`src/rtl/core/ones_complement_partial_checksum_macros.svh`:
```
// ---------------------------------------------------------------------------
// Assertion macros
// Concurrent assertion helpers shared by the checksum RTL. Defining ASSERT_OFF
// removes every check.
// ---------------------------------------------------------------------------
`ifndef ONES_COMPLEMENT_PARTIAL_CHECKSUM_MACROS_SVH
`define ONES_COMPLEMENT_PARTIAL_CHECKSUM_MACROS_SVH

`ifndef ASSERT_OFF
// prop must hold at every clock edge outside reset
`define OCPC_ASSERT(label, clk, rst_n, prop, msg) \
    label: assert property (@(posedge clk) disable iff (!rst_n) (prop)) else $error(msg);
// cond must never be seen outside reset
`define OCPC_NEVER(label, clk, rst_n, cond, msg) \
    label: assert property (@(posedge clk) disable iff (!rst_n) !(cond)) else $error(msg);
`else
`define OCPC_ASSERT(label, clk, rst_n, prop, msg)
`define OCPC_NEVER(label, clk, rst_n, cond, msg)
`endif

`endif

```
`src/rtl/core/ocpc_pkg.sv`:
```
// ---------------------------------------------------------------------------
// Checksum package
// Transaction types and the ones-complement helper functions.
// ---------------------------------------------------------------------------
package ocpc_pkg;

    localparam int unsigned WordBytes = 8;

    typedef struct packed {
        logic [63:0] data_word;
        logic [3:0]  valid_bytes;
        logic        first_item;
        logic        last_item;
        logic [63:0] initial_sum;
        logic        odd_start;
    } t_in_item;

    typedef struct packed {
        logic [63:0] checksum;
    } t_out_item;

    // next state and result of one item
    typedef struct packed {
        logic [63:0] acc;
        logic        odd;
        logic        emit;
        logic [63:0] checksum;
    } t_step;

    // zero the bytes at or above the valid count (9..15 count as 8)
    function automatic logic [63:0] keep_bytes(logic [63:0] w, logic [3:0] count);
        logic [63:0] r;
        r = w;
        for (int k = 0; k < WordBytes; k++) begin
            if (count <= 4'(k)) begin
                r[k*8 +: 8] = 8'h00;
            end
        end
        return r;
    endfunction

    // 64-bit add with end-around carry
    function automatic logic [63:0] add_eac64(logic [63:0] a, logic [63:0] b);
        logic [64:0] s;
        s = {1'b0, a} + {1'b0, b};
        return s[63:0] + {63'd0, s[64]};
    endfunction

    function automatic logic [31:0] fold_to32(logic [63:0] v);
        logic [32:0] t;
        logic [32:0] u;
        t = {1'b0, v[63:32]} + {1'b0, v[31:0]};
        u = {1'b0, t[31:0]} + {32'd0, t[32]};
        return u[31:0];
    endfunction

    function automatic logic [15:0] fold_to16(logic [31:0] v);
        logic [16:0] t;
        logic [16:0] u;
        t = {1'b0, v[31:16]} + {1'b0, v[15:0]};
        u = {1'b0, t[15:0]} + {16'd0, t[16]};
        return u[15:0];
    endfunction

endpackage

```
`src/rtl/core/ocpc_step.sv`:
```
// ---------------------------------------------------------------------------
// Checksum step
// Combinational update of the accumulator for one item, plus the final fold.
// ---------------------------------------------------------------------------
module ocpc_step (
    input  ocpc_pkg::t_in_item i_item,
    input  logic [63:0]        i_acc,
    input  logic               i_odd,
    output ocpc_pkg::t_step    o_step
);

    logic [63:0] w_base;
    logic [63:0] w_acc;
    logic        w_odd;
    logic [31:0] w_f32;
    logic [15:0] w_f16;
    logic        w_odd_empty;

    assign w_odd_empty = i_item.first_item && i_item.odd_start
                         && (i_item.valid_bytes == 4'd0);

    always_comb begin
        w_base = i_item.first_item ? i_item.initial_sum : i_acc;
        if (i_item.first_item && i_item.odd_start) begin
            if (w_odd_empty) begin
                w_acc = i_item.initial_sum;
                w_odd = 1'b0;
            end else begin
                // lone leading byte goes into the high half of the first pair
                w_acc = {32'd0, i_item.initial_sum[7:0], i_item.initial_sum[31:8]}
                        + {48'd0, i_item.data_word[7:0], 8'd0};
                w_odd = 1'b1;
            end
        end else begin
            w_acc = ocpc_pkg::add_eac64(w_base,
                        ocpc_pkg::keep_bytes(i_item.data_word, i_item.valid_bytes));
            w_odd = i_item.first_item ? 1'b0 : i_odd;
        end
    end

    assign w_f32 = ocpc_pkg::fold_to32(w_acc);
    assign w_f16 = ocpc_pkg::fold_to16(w_f32);

    always_comb begin
        o_step.acc  = w_acc;
        o_step.odd  = w_odd;
        o_step.emit = i_item.last_item;
        if (w_odd_empty) begin
            o_step.checksum = i_item.initial_sum;
        end else if (w_odd) begin
            o_step.checksum = {48'd0, w_f16[7:0], w_f16[15:8]};
        end else begin
            o_step.checksum = {32'd0, w_f32};
        end
    end

endmodule

```
`config.mk`:
```
export PLATFORM = sky130hd
export DESIGN_NAME = ocpc_step
export DESIGN_NICKNAME = d
export VERILOG_FILES = /design/src/rtl/core/ones_complement_partial_checksum_macros.svh /design/src/rtl/core/ocpc_pkg.sv /design/src/rtl/core/ocpc_step.sv
export SDC_FILE = /design/constraint.sdc
export NUM_CORES = 1
export LEC_CHECK = 0
export BUFFER_PORTS_ARGS = -buffer_cell sky130_fd_sc_hd__buf_2
export CAP_MARGIN = 15
export CORE_ASPECT_RATIO = 1.5
export CORE_MARGIN = 4
export CORE_UTILIZATION = 50
export DETAILED_ROUTE_END_ITERATION = 8
export GPL_TIMING_DRIVEN = 1
export PLACE_DENSITY = 0.82
export REMOVE_ABC_BUFFERS = 1
export SLEW_MARGIN = 0
export SYNTH_ARGS = -nofsm -noshare
export SYNTH_HDL_FRONTEND = slang
export SYNTH_SLANG_ARGS = --single-unit
```
`constraint.sdc`:
```
create_clock -name vclk -period 25.6
set_input_delay 5.12 -clock vclk [all_inputs]
set_output_delay 5.12 -clock vclk [all_outputs]
set_load 0.05 [all_outputs]
```
Word level (Yosys, flattened, before mapping)
Index checks and enable logic that the tools add are counted.

Register bits after elaboration: 0. Bits of input ports: 200. Output and inout port bits: 130. Logic and storage cells: 42.

Add/sub/neg operators: 7. Magnitude comparators: 8. Multiplexer cells: 24. Reductions and logical operators: 3.

Operators with widths (count): $mux 64 (4); $mux 8 (16); $add 64x64->65 (1); $add 64x1->64 (1); $add 32x16->33 (1); $add 32x32->33 (1); $add 32x1->32 (1); $mux 32 (1); $add 16x16->17 (1); $add 16x1->16 (1); $le 4x3->1 const B (4); $le 4x1->1 const B (2); $le 4x2->1 const B (2); $logic_not 4->1 (1); $mux 1 (3); $logic_and 1x1->1 (2).

Logic depth before layout (Yosys ltp)
Depth in word-level cells: 12. Depth in mapped cells: 67. Depth with buffers taken out: 64.

Worst setup path after synthesis
OpenSTA, ideal clock, no wires.

Path type: input to output. Start point: input i_item[66] in the netlist's numbering. End point: output o_step[7] in the netlist's numbering. Arrival: 19.915 ns. Required time: 20.480 ns. Slack: 0.565 ns. Stages: 62. Buffers on the path: 5. Cell sequence: clkbuf_1 clkbuf_1 mux2_2 ha_1 clkbuf_1 nand2_1 nor4_1 o211ai_1 nand3_1 nand2_1 o21ai_0 o21ai_0 a21oi_1 o21ai_0 nand2b_1 ha_1 nand3_1 nor2_1 [... 26 more ...] a21o_1 a21oi_1 o21ai_0 nor2b_1 a21o_1 o41ai_1 o21ai_0 a21o_1 a21o_1 ha_1 and3_1 nand2_1 nor4_1 o21a_1 nand4_1 nor4_1 xnor2_1 o31ai_1.

RTL lines: from (decl) (RTL line ocpc_step.sv:6) `input ocpc_pkg::t_in_item i_item,`; to (decl) (RTL line ocpc_step.sv:9) `output ocpc_pkg::t_step o_step`.

==> metrics.txt <==
outcome=complete, no violations; Final Hold Viols=0; Worst Hold End=o_step[64]; total die area=between 20000 and 30000 sq um; crit path max-delay cell type=or4b_1; Crit. End Element=output pin; initial core utilization=between 50% and 60%; Pre-antenna DRT Iters=6; Routability Congestion=1.122; fin util=between 50% and 60%; yosys warns=0; Tcrit/Tclk final=96.75%; unrepaired setup endpoints after global routing=no; WP buf/inv=6; Max Slew Vio Count=0; max-cap viol count=0; fin crit period=approximately 25 ns; DR iter-0 viols=around 2100; Slew headroom=roughly a quarter; Seq Cell Count=0; Yosys top cell by area=ha_1; P&R area growth vs syn=14.00%; setup violators final=0; Worst Tran Pin Value=~1.1 ns; Storage cell area=0 sq um; Mapped Cells=2008; IO Port Bufs=328; fmax=approximately 0.040 GHz; synth top area cells=ha_1 12%, xnor2_1 6.7%, a21oi_1 6.5%; setup TNS=0 ns; WL final=around 66000 microns; critical path class=primary input to output pin; post-route ant nets=0; design area=roughly 15000 sq um; vias per inst=roughly 7; min-delay src=i_item[65]; Core Region=25940 sq um; pin count of the biggest net entering global routing=64; global-route wire length before repair=about 100000 microns; Avg Cell Area, Syn=6.594 sq um; DRC=0; CTS Hold Bufs=0; Worst path depth=67; Crit path max-delay family=simple AND/OR/NAND/NOR gates; GRT Total Usage=approximately 42%; HP Class=primary input to output pin; chip width=~140 microns; Hold Crit Depth=0; Distinct cells, synth=93; most frequent cell after synthesis=nand2_1; average routed wire per standard cell=between 20 and 30 microns; die height=207.3 microns; top-area cell type share of the netlist area=a little under an eighth; routed via count=~18000; DP Area=15010 sq um; GR Overflow Total=0; CP Launch Type=primary input; synthesized area=roughly 13000 sq um; initial antenna violation count=0; io pins=between 300 and 400; vias in the first global route=16840; Commonest cells post-synth=191 x nand2_1, 181 x nor2_1, 171 x a21oi_1, 126 x ha_1, 109 x o21ai_0; hpwl dp=56210 microns; nets=roughly 2600; sequential share of the synthesized area=0%; Crit path required time=around 20 ns; layout cell share with drive strength beyond 1=around a fifth; row cnt=72; Worst Path Arrival=~20 ns; Worst Path Max Fanout=23; CLK BUF=0; Worst path max stage delay=0.51 ns
## kinds of logic (layout without fill, tap and decap cells)
kind of cell    count (synthesis)  in the layout  share of synthesized area, %
simple gates                  868            868                         34.59
buf+inv                       151            393                         4.734
other cells                     0              1                             0
xor+xnor                      171            171                         11.31
mux                            68             68                         5.736
compound gates                620            620                         31.12
fa+ha+maj                     130            130                         12.51
## metal layers
layer / routed length (microns) / GRT usage [%] / vias up
li1: - / - / 8026
met1: 22890 / 48.51 / 8213
met2: 30250 / 70.39 / 1199
met3: 6214 / 5.785 / 351
met4: 6989 / 32.83 / 0
met5: 0 / 0 / -
## area by class of cell
type / instances / area (sq um)
multi-input combinational: 1857 / 12700
inverter: 42 / 157.7
antenna: 1 / 2.502
tap: 333 / 416.7
fill: 2668 / 10850
timing repair buffer: 351 / 1817
## worst max path at each step
| stage | startpoint | end |
|---|---|---|
| after floorplan | i_item[69] | o_step[7] |
| after global placement | i_item[66] | o_step[7] |
| after detailed placement | i_item[66] | o_step[7] |
| after CTS | i_item[66] | o_step[7] |
| after global routing | i_item[70] | o_step[7] |
| final | i_item[70] | o_step[7] |
## placed cells by master, fill, tap and decap left out, drive strengths merged, types with 10 or more instances in the layout
cell type	n
a211o	16
nand2b	10
mux2	63
or4	15
or3	26
and2	41
a22o	16
o211ai	16
a21o	61
inv	42
and4	14
a21oi	172
o22ai	10
xnor2	102
xor2	69
and3	60
nor3	64
nand3	68
ha	126
buf	349
o21bai	21
o211a	11
nor4	33
nor2	181
a211oi	36
a31oi	27
o21ai	117
or2	11
nand2	191
a21boi	10
o21a	29
nor2b	58
nand4	60
## repair_timing
item                       in CTS  in global routing
setup endpoints to repair       0                 14
setup buffers                   0                  0
gates resized for setup         0                 16
## through the flow
| step | setup slack, ns | std cells | hold WS, ns |
|---|---|---|---|
| floorplan | -2.171 | 1899 | 10.24 |
| global placement | 0.6883 | 2582 | 10.24 |
| detailed placement | 0.2521 | 2582 | 10.24 |
| CTS | 0.2556 | 2582 | 10.24 |
| global route | 0.002087 | 2583 | 10.24 |
| finish | 0.8315 | 2584 | 10.24 |
